<file path="src/sv/bhs_pkg.sv">
// Shared constants, widths and control/status bundles of the bucketed hash set.
package bhs_pkg;

   // Geometry of the set
   localparam int NUM_BUCKETS  = 128;
   localparam int BUCKET_SLOTS = 8;
   localparam int KEY_BITS     = 32;

   // Port field widths
   localparam int MODE_W      = 2;
   localparam int KEY_IN_W    = 32;
   localparam int FILL_OUT_W  = 4;
   localparam int RSP_DATA_W  = 8;

   // Derived widths
   localparam int SKEY_W      = (KEY_BITS < KEY_IN_W) ? KEY_BITS : KEY_IN_W;
   localparam int BUCKET_W    = $clog2(NUM_BUCKETS);
   localparam int CNT_W       = $clog2(BUCKET_SLOTS + 1);
   localparam int SLOT_ADDR_W = $clog2(NUM_BUCKETS * BUCKET_SLOTS);
   localparam int DIGITS      = (SKEY_W + 7) / 8;
   localparam int PAD_W       = DIGITS * 8;
   localparam int DIGIT_CNT_W = $clog2(DIGITS + 1);
   localparam int RED_W       = BUCKET_W + 8;
   localparam bit BUCKET_POW2 = ((NUM_BUCKETS & (NUM_BUCKETS - 1)) == 0);

   // Operation codes
   localparam logic [MODE_W-1:0] MODE_ADD    = 2'd0;
   localparam logic [MODE_W-1:0] MODE_REMOVE = 2'd1;

   // Commands from the controller to the datapath
   typedef struct packed {
      logic load;       // capture request, start bucket reduction
      logic clr;        // clear one fill count
      logic cnt_rd;     // read fill count, compute slot base
      logic fill_load;  // take fill count, start scan
      logic scan;       // scan one slot per cycle
      logic update;     // write back count, append key, read last slot
      logic move;       // move last slot into the freed place
      logic out_load;   // load result register
   } cmd_type;

   // Status from the datapath to the controller
   typedef struct packed {
      logic clr_done;
      logic mod_done;
      logic scan_done;
      logic do_move;
      logic out_free;
   } sts_type;

endpackage

</file>
<file path="src/sv/bhs_ctrl.sv">
// Controller: sequences clear pass, reduction, count read, scan, update, move and result.
module bhs_ctrl (
   input  logic             clock,
   input  logic             reset,
   input  logic             req_tvalid,
   output logic             req_tready,
   input  bhs_pkg::sts_type sts,
   output bhs_pkg::cmd_type cmd
);

   localparam logic [3:0] ST_CLEAR    = 4'd0;
   localparam logic [3:0] ST_IDLE     = 4'd1;
   localparam logic [3:0] ST_MOD      = 4'd2;
   localparam logic [3:0] ST_CNT_RD   = 4'd3;
   localparam logic [3:0] ST_CNT_WAIT = 4'd4;
   localparam logic [3:0] ST_SCAN     = 4'd5;
   localparam logic [3:0] ST_UPDATE   = 4'd6;
   localparam logic [3:0] ST_MOVE     = 4'd7;
   localparam logic [3:0] ST_DONE     = 4'd8;

   logic [3:0] state_ff, state_in;

   // Decode state into commands and pick the next state
   always_comb begin
      cmd        = '0;
      state_in   = state_ff;
      req_tready = 1'b0;
      unique case (state_ff)
         ST_CLEAR: begin
            cmd.clr = 1'b1;
            if (sts.clr_done) begin
               state_in = ST_IDLE;
            end
         end
         ST_IDLE: begin
            req_tready = 1'b1;
            if (req_tvalid) begin
               cmd.load = 1'b1;
               state_in = ST_MOD;
            end
         end
         ST_MOD: begin
            if (sts.mod_done) begin
               state_in = ST_CNT_RD;
            end
         end
         ST_CNT_RD: begin
            cmd.cnt_rd = 1'b1;
            state_in   = ST_CNT_WAIT;
         end
         ST_CNT_WAIT: begin
            cmd.fill_load = 1'b1;
            state_in      = ST_SCAN;
         end
         ST_SCAN: begin
            cmd.scan = 1'b1;
            if (sts.scan_done) begin
               state_in = ST_UPDATE;
            end
         end
         ST_UPDATE: begin
            cmd.update = 1'b1;
            state_in   = sts.do_move ? ST_MOVE : ST_DONE;
         end
         ST_MOVE: begin
            cmd.move = 1'b1;
            state_in = ST_DONE;
         end
         ST_DONE: begin
            if (sts.out_free) begin
               cmd.out_load = 1'b1;
               state_in     = ST_IDLE;
            end
         end
         default: begin
            state_in = ST_IDLE;
         end
      endcase
   end

   always_ff @(posedge clock) begin
      if (reset) begin
         state_ff <= ST_CLEAR;
      end else begin
         state_ff <= state_in;
      end
   end

endmodule

</file>
<file path="config.mk">
export PLATFORM = sky130hd
export DESIGN_NAME = bhs_ctrl
export DESIGN_NICKNAME = d
export VERILOG_FILES = /design/src/sv/bhs_pkg.sv /design/src/sv/bhs_ctrl.sv
export SDC_FILE = /design/constraint.sdc
export NUM_CORES = 1
export LEC_CHECK = 0
export BUFFER_PORTS_ARGS = -buffer_cell sky130_fd_sc_hd__clkbuf_2
export CAP_MARGIN = 25
export CORE_AREA = 2 2 39 41
export DETAILED_ROUTE_END_ITERATION = 16
export DIE_AREA = 0 0 41 43
export PLACE_DENSITY = 0.59
export SKIP_CTS_REPAIR_TIMING = 1
export SYNTH_ARGS = -nofsm -noshare
export SYNTH_HDL_FRONTEND = slang
export SYNTH_SLANG_ARGS = --single-unit
</file>
<file path="constraint.sdc">
create_clock -name clock -period 1.5 [get_ports clock]
set_clock_uncertainty 0.15 [all_clocks]
set_input_delay 0.15 -clock clock [delete_from_list [all_inputs] [get_ports clock]]
set_output_delay 0.15 -clock clock [all_outputs]
set_load 0.03 [all_outputs]
</file>
==> results of run 1 <==
-- cell families (layout without fill, tap and decap cells) --
| kind of cell | count (synthesis) | count (layout) | share of synthesized area, % |
|---|---|---|---|
| AOI/OAI and AO/OA | 11 | 11 | 28.4 |
| and+or+nand+nor | 23 | 23 | 38.2 |
| buffers and inverters | 7 | 33 | 9.12 |
| DFF | 4 | 4 | 21.6 |
| muxes | 1 | 1 | 2.70 |
-- per-stage QoR --
stage | hold slack, ns | area [µm²] | TNS (ns) | total power, µW
6_report | -0.00420 | 662 | -0.00529 | 1230
5_1_grt | 0.00299 | 662 | -0.292 | 1310
4_1_cts | -0.00129 | 534 | -0.842 | 968
3_5_place_dp | 0.245 | 512 | 0 | 827
3_3_place_gp | 0.247 | 512 | 0 | 824
2_1_floorplan | 0.0721 | 382 | -0.763 | 658
-- synth_stat cells, drive strengths merged --
cell type / count / area share (%)
mux2i: 1 / 2.7
a311oi: 1 / 2.4
o21ai: 2 / 3.7
o41ai: 1 / 4.4
a31oi: 2 / 3.4
a211o: 1 / 2.4
and4bb: 1 / 4.4
a21oi: 2 / 2.7
nor2b: 1 / 1.7
and3: 1 / 1.7
nor4b: 1 / 2.4
a211oi: 1 / 2.0
nor2: 4 / 4.1
a32oi: 1 / 7.4
nor3b: 2 / 4.1
nand2: 3 / 3.0
nor4: 1 / 1.7
nand3b: 1 / 2.0
and2: 1 / 1.7
dfxtp: 4 / 22
buf: 4 / 6.1
nor3: 5 / 8.1
inv: 3 / 3.0
nand2b: 2 / 3.4
-- worst paths after layout --
check | endpoint | slack [ns] | cells past startpoint
hold reg to reg | state_ff[1]$_SDFFE_PP0P_ | 0.34 | 1
setup / recovery | cmd[2] | -0.005 | 4
hold / removal | state_ff[2]$_SDFFE_PP0P_ | -0.004 | 2
setup reg to reg | state_ff[1]$_SDFFE_PP0P_ | 0.03 | 5
-- per-layer routing --
metal	track usage (%)	routed length [µm]	vias up
met4	8.00	18	0
met3	0	68	2
met1	15.4	430	210
met2	19.4	582	18
li1	-	-	224
met5	0	0	-
-- cell type report --
class                      count  area, µm²
inverter                       3       11.3
timing repair buffer          27        203
sequential                     4       95.1
clock buffer                   3       22.5
tap                           16       20.0
multi-input combinational     35        310
fill                         135        722
-- power groups by stage --
stage / logic, µW / clock network [µW] / registers [µW]
2_1_floorplan: 492 / 0 / 166
3_3_place_gp: 623 / 0 / 200
3_5_place_dp: 628 / 0 / 199
4_1_cts: 630 / 139 / 200
5_1_grt: 914 / 147 / 251
6_report: 856 / 133 / 244
==> flow_summary.json, run 1 <==
{
  "status": "finished with violations",
  "violations": "negative hold slack, negative setup slack",
  "numCtsBuffers": 3,
  "relSlewSlack_pct": 84.7,
  "synth-seq-cells": 4,
  "coreArea_um2": 1380,
  "grt_pass1_wl_um": 1480,
  "syn-num-nets": 54,
  "clkSinkCount": 4,
  "seq_power_share_pct": 19.8,
  "largest-register": "state_ff",
  "timing.final.crit_share_pct": 100,
  "clk_latency_ns": 0.24,
  "die_area_um2": 1760,
  "rsz0062_at_grt": "true",
  "drc_errors": 0,
  "cts_tree": "yes",
  "first_pass_iters": 4,
  "antenna_found_initial": 0,
  "cell_internal_pwr_uw": 678,
  "slowest_stage": "dfxtp_4",
  "grt_pass1_vias": 365,
  "hold_start": "reset",
  "num_rows": 14,
  "ios": 17,
  "grt_usage_pct": 12.2,
  "critical_path.top_delay_family": "flip-flops",
  "cts.htree.levels": 1,
  "viasPerCell": 5.16,
  "post-dp-hpwl_um": 777,
  "post-place-ws_ns": 0.00273,
  "cp_slowest_stage_delay_ns": 0.38,
  "initial_utilization_pct": 26.8,
  "cts_buffer_depth": 2,
  "cp.required_ns": 1.20,
  "p_comb_share_pct": 69.4,
  "worst_pin_slew_ns": 0.229,
  "synthesis.area_um2": 370,
  "startpoint": "state_ff[2]$_SDFFE_PP0P_",
  "die_h_um": 43,
  "vias": 454,
  "clockRootBuffer": "clkbuf_4",
  "critPathLaunchType": "flip-flop",
  "crit_type": "flip-flop to primary output",
  "drt_iter0_markers": 6,
  "slew_violations": 0,
  "power_density_nw_per_um2": 1860,
  "syn_inst": 46,
  "r2r_start": "state_ff[0]$_SDFFE_PP0P_",
  "largest_reg_flops": 4,
  "worstPathBufferInverterCount": 2,
  "hold_class": "input pin to flip-flop",
  "synthDistinctLibCells": 28,
  "path_cells": "buf_4 > nand2_1 > nor3_1 > buf_4",
  "critical_path.max_fanout": 5,
  "final_util_pct": 47.8,
  "area_growth_pct": 78.7,
  "wire_per_inst_um": 12.5,
  "grt_overflow": 0,
  "crit_arrival_ns": 1.21,
  "max_clock_freq_ghz": 0.664,
  "p_switching_uw": 554,
  "drt-total-wl_um": 1100,
  "grt_max_degree": 9,
  "whs_ns": -0.00420,
  "place_inst": 81,
  "stdcell_count": 88,
  "cp-end-kind": "primary output",
  "fin_ws_ns": -0.00529,
  "ys_seq_area_share_pct": 21.6,
  "clockPowerShare_pct": 10.8,
  "final_cell_mix": "buf_4 (12), clkbuf_2 (9), buf_6 (6)",
  "min_period_ns": 1.51,
  "clk_pin_slew_ns": 0.03,
  "die_w_um": 41,
  "setup_violations": 1,
  "ant_nets": 0,
  "drive_gt1_share_pct": 63.9,
  "port-buffer-count": 16,
  "cpMostUsedCell": "buf_4",
  "gp_congestion": 0.729,
  "synth_area_per_cell_um2": 8.05,
  "leakagePower_uw": 0.000281,
  "reg_top3": "state_ff x4",
  "ys_warn_count": 0,
  "nets": 82,
  "cap_viol_max_count": 0,
  "hold_viol_final": 2,
  "diodes": 0,
  "switching_share_pct": 45.0,
  "layout_commonest_cell": "buf_4",
  "peakVddDrop_v": 0.00127
}
(Power assumes the default switching activity.)
==> run 2: changes to the inputs <==
clock period = 1.7 ns   (was 1.5 ns; I/O delays follow)
==> run 2 against run 1 <==
Net effect:
- highest routed layer unchanged
- the flow now finishes without violations
- sequential share of layout area is 1.9 points higher
- first-iteration DRC count decreased by 17%
- critical endpoint is now cmd[0]
- largest power group unchanged
- register-to-register slack better by 0.13 ns
- design area is 22% lower
- flip-flop and latch count unchanged
- clock power decreased by 9%
- global-route usage is 0.076 points lower
- sequential power is 12% lower
- critical path depth fell by 1
==> flow_summary.json, run 2 (synthesis gave the netlist of run 1 again) <==
{
  "status": "completed",
  "grt_overflow": 0,
  "antenna_found_initial": 0,
  "hold-path-endpoint": "state_ff[0]$_SDFFE_PP0P_",
  "post-place-ws_ns": 0.153,
  "ios": 17,
  "post_dp_cell_area_um2": 482,
  "die_area_um2": 1760,
  "die_h_um": 43,
  "cp.required_ns": 1.38,
  "cts.htree.levels": 1,
  "peakVddDrop_v": 0.000547,
  "power_density_nw_per_um2": 1610,
  "drive_gt1_share_pct": 53.1,
  "viasPerCell": 4.89,
  "critPathLaunchType": "flip-flop",
  "drc_errors": 0,
  "crit_arrival_ns": 1.32,
  "timing.final.crit_share_pct": 96.2,
  "wire_per_inst_um": 10.8,
  "clk_pin_slew_ns": 0.04,
  "first_pass_iters": 2,
  "hold_class": "input pin to flip-flop",
  "layout_commonest_cell": "clkbuf_2",
  "drt-total-wl_um": 863,
  "clockRootBuffer": "clkbuf_4",
  "gp_congestion": 0.747,
  "rrSetupSlack_ns": 0.16,
  "worst_pin_slew_ns": 0.294,
  "clkSinkCount": 4,
  "min_period_ns": 1.64,
  "r2r_start": "state_ff[3]$_SDFFE_PP0P_",
  "post-dp-hpwl_um": 675,
  "rsz0062_at_grt": "false",
  "largest_reg_flops": 4,
  "use_met3_pct": 3.14,
  "critical_path.max_fanout": 9,
  "ant_nets": 0,
  "numCtsBuffers": 3,
  "setup_violations": 0,
  "clk_latency_ns": 0.24,
  "largest-register": "state_ff",
  "final_area_um2": 515,
  "die_w_um": 41,
  "min_path_cells": 2,
  "use_met2_pct": 17.5,
  "nets": 74,
  "reg_top3": "state_ff x4",
  "hold_viol_final": 0,
  "diodes": 0,
  "area_growth_pct": 39.2,
  "cts_tree": "yes",
  "slew_violations": 0,
  "grt_max_degree": 13,
  "grt_pass1_vias": 365,
  "num-fill-cells": 151,
  "crit_type": "flip-flop to primary output",
  "met1_usage_pct": 15.2,
  "reg2reg_depth": 4,
  "coreArea_um2": 1380,
  "relSlewSlack_pct": 80.3,
  "initial_utilization_pct": 26.8,
  "fin_ws_ns": 0.0646,
  "port-buffer-count": 16,
  "num_rows": 14,
  "whs_ns": 0.0150,
  "globalRoute.busiestLayer": "met2",
  "final_cell_mix": "clkbuf_2 (15), nor2_1 (4)",
  "grt_usage_pct": 12.2,
  "cts_buffer_depth": 2,
  "cap_viol_max_count": 0,
  "reg2reg_to": "state_ff[1]$_SDFFE_PP0P_",
  "hold_start": "reset",
  "grt_pass1_wl_um": 1440,
  "vias": 391,
  "max_clock_freq_ghz": 0.611,
  "cp-end-kind": "primary output",
  "leakagePower_uw": 0.000222,
  "drt_iter0_markers": 5
}
==> run 2: report_power, final <==
part           leakage [µW]  total (µW)  internal (µW)  switching (µW)
Clock             0.0000138         121           79.2            41.9
Combinational      0.000175         495            209             286
Sequential        0.0000338         215            130            85.1
Total              0.000222         831            418             413
==> run 2: worst max-delay path by stage <==
stage	to	from	slack (ns)
floorplan	cmd[6]	state_ff[1]$_SDFFE_PP0P_	-0.1
global placement	state_ff[0]$_SDFFE_PP0P_	state_ff[1]$_SDFFE_PP0P_	0.17
CTS	cmd[7]	state_ff[0]$_SDFFE_PP0P_	-0.08
detailed placement	state_ff[1]$_SDFFE_PP0P_	state_ff[2]$_SDFFE_PP0P_	0.15
finish	cmd[0]	state_ff[1]$_SDFFE_PP0P_	0.06
global route	cmd[0]	state_ff[1]$_SDFFE_PP0P_	0.02
==> run 2: metrics by stage <==
step / power (µW) / std cells / utilization (%) / setup TNS [ns]
6_report: 831 / 80 / 37.3 / 0
3_3_place_gp: 699 / 77 / 34.8 / 0
5_1_grt: 905 / 80 / 37.3 / 0
4_1_cts: 821 / 80 / 36.4 / -0.0935
3_5_place_dp: 696 / 77 / 34.8 / 0
2_1_floorplan: 581 / 46 / - / -0.192
==> run 2: cell type report <==
class | count | area [µm²] | area share [%]
clock buffers | 3 | 22.5 | 4.37
inverters | 3 | 11.3 | 2.18
multi-input cells | 35 | 275 | 53.4
flip-flops and latches | 4 | 83.8 | 16.3
well taps | 16 | 20.0 | 3.88
repair buffers | 19 | 103 | 19.9
==> run 2: metal layers <==
layer	vias up	routed length (µm)
met5	-	0
met4	0	23
met3	2	35
met2	12	391
met1	169	413
li1	208	-
==> run 2: worst max-delay path, stage by stage (launching register included) <==
cell and delay, ns:
dfxtp_2 0.36, nor3_2 0.31, and3_1 0.20, clkbuf_2 0.20
==> run 3: changes to the inputs <==
--- a/config.mk
+++ b/config.mk
@@ -9,5 +9,5 @@
 export CAP_MARGIN = 25
-export CORE_AREA = 2 2 39 41
+export CORE_AREA = 10 10 47 49
 export DETAILED_ROUTE_END_ITERATION = 16
-export DIE_AREA = 0 0 41 43
+export DIE_AREA = 0 0 57 59
 export PLACE_DENSITY = 0.59
--- a/constraint.sdc
+++ b/constraint.sdc
@@ -4,2 +4,2 @@
 set_output_delay 0.17 -clock clock [all_outputs]
-set_load 0.03 [all_outputs]
+set_load 0.01 [all_outputs]
==> run 3 against run 2 <==
Net effect:
- sequential share of layout area decreased by 0.31 points
- highest routed layer is now met3
- hold slack improved by 0.019 ns
- design area rose by 1.9%
- clock-buffer cell count is the same
- final cell count unchanged
- non-clock buffer count unchanged
- worst setup slack improved by 0.0052 ns
- register-to-register slack improved by 0.06 ns
==> flow_summary.json, run 3 (synthesis gave the netlist of run 1 again) <==
{
  "status": "completed",
  "antenna_found_initial": 0,
  "timing.final.crit_share_pct": 95.9,
  "seq_area_um2": 83.8,
  "setup_violations": 0,
  "place_inst": 77,
  "critical_path.max_fanout": 9,
  "cp.required_ns": 1.38,
  "num_rows": 14,
  "stdcell_count": 80,
  "first_pass_iters": 1,
  "port-buffer-count": 16,
  "max_clock_freq_ghz": 0.613,
  "nets": 74,
  "min_period_ns": 1.63,
  "cap_viol_max_count": 0,
  "clk_pin_slew_ns": 0.04,
  "peakVddDrop_v": 0.000521,
  "reg_top3": "state_ff x4",
  "critPathLaunchType": "flip-flop",
  "r2r_start": "state_ff[2]$_SDFFE_PP0P_",
  "setup_tns_ns": 0,
  "drt_iter0_markers": 0,
  "diodes": 0,
  "layout_commonest_cell": "clkbuf_2",
  "fin_ws_ns": 0.0698,
  "post-place-ws_ns": 0.180,
  "drc_errors": 0,
  "drive_gt1_share_pct": 53.1,
  "startpoint": "state_ff[3]$_SDFFE_PP0P_",
  "largest_reg_flops": 4,
  "leakagePower_uw": 0.000221,
  "die_h_um": 59,
  "numCtsBuffers": 3,
  "finalPower_uw": 766,
  "post-dp-hpwl_um": 852,
  "grt_overflow": 0,
  "largest-register": "state_ff",
  "ios": 17,
  "slowest_stage": "dfxtp_2",
  "grt_pass1_vias": 405,
  "worst_pin_slew_ns": 0.290,
  "die_area_um2": 3360,
  "clk_latency_ns": 0.23,
  "area_growth_pct": 41.9,
  "final_util_pct": 37.5,
  "cts_buffer_depth": 2,
  "cp-end-kind": "primary output",
  "hold_viol_final": 0,
  "path_cells": "buf_6 > nand2b_4 > nor3_4 > and2_1 > clkbuf_2",
  "initial_utilization_pct": 26.4,
  "clkSinkCount": 4,
  "worstPathBufferInverterCount": 2,
  "grt_usage_pct": 6.15,
  "wire_per_inst_um": 13.1,
  "rsz0062_at_grt": "true",
  "clockRootBuffer": "clkbuf_4",
  "multi_input_area_um2": 282,
  "viasPerCell": 5.06,
  "hold_class": "input pin to flip-flop",
  "gp_congestion": 0.721,
  "grt_max_degree": 13,
  "cp_slowest_stage_delay_ns": 0.34,
  "crit_arrival_ns": 1.31,
  "ant_nets": 0,
  "critical_path.top_delay_family": "simple AND/OR/NAND/NOR gates",
  "cts_tree": "yes",
  "power_density_nw_per_um2": 1460,
  "cts.htree.levels": 1,
  "coreArea_um2": 1400,
  "relSlewSlack_pct": 80.5,
  "crit_type": "flip-flop to primary output",
  "final_cell_mix": "clkbuf_2 (16), nor2_1 (4)",
  "drt-total-wl_um": 1040,
  "num-fill-cells": 163,
  "vias": 405,
  "hold_start": "reset",
  "die_w_um": 57,
  "slew_violations": 0,
  "grt_pass1_wl_um": 1700
}
[run 3: cell count changes in the layout (fill, tap and decap cells not counted), sizes merged]
| cell | before | now |
|---|---|---|
| buf | 4 | 3 |
| clkbuf | 18 | 19 |
[run 3: final timing paths]
| check | end | slack (ns) | cells after the start |
|---|---|---|---|
| hold / removal | state_ff[3]$_SDFFE_PP0P_ | 0.03 | 2 |
| setup / recovery | cmd[7] | 0.07 | 5 |
| setup reg to reg | state_ff[1]$_SDFFE_PP0P_ | 0.22 | 4 |
| hold reg to reg | state_ff[2]$_SDFFE_PP0P_ | 0.46 | 2 |
[run 3: worst reg2reg max path: cells and delay by family, from the launching register on]
family,cells,cell delay (ns)
AO/OA/AOI/OAI,3,0.56
flip-flops,1,0.38
AND/OR/NAND/NOR,1,0.30
[run 3: through the flow]
step / hold slack [ns] / area [µm²]
final: 0.0337 / 526
after global routing: 0.0190 / 526
after CTS: 0.0344 / 493
after detailed placement: 0.284 / 470
after global placement: 0.275 / 470
after floorplan: 0.0921 / 370
[run 3: routing by layer]
metal / part of all wire, % / global-route usage (%)
met5: 0 / 0
met2: 52 / 10.1
met4: 0 / 3.02
met3: 8.0 / 3.43
met1: 40 / 6.21
[run 3: area by class of cell]
| type | instances | share of cell area [%] |
|---|---|---|
| Sequential cell | 4 | 16.0 |
| Multi-Input combinational cell | 35 | 53.6 |
| Timing Repair Buffer | 19 | 20.2 |
| Tap cell | 16 | 3.81 |
| Clock buffer | 3 | 4.29 |
| Inverter | 3 | 2.14 |
[run 3: report_power, final]
group | switching, µW | internal [µW]
Combinational | 239 | 219
Sequential | 68.5 | 127
Clock | 34.1 | 78.6
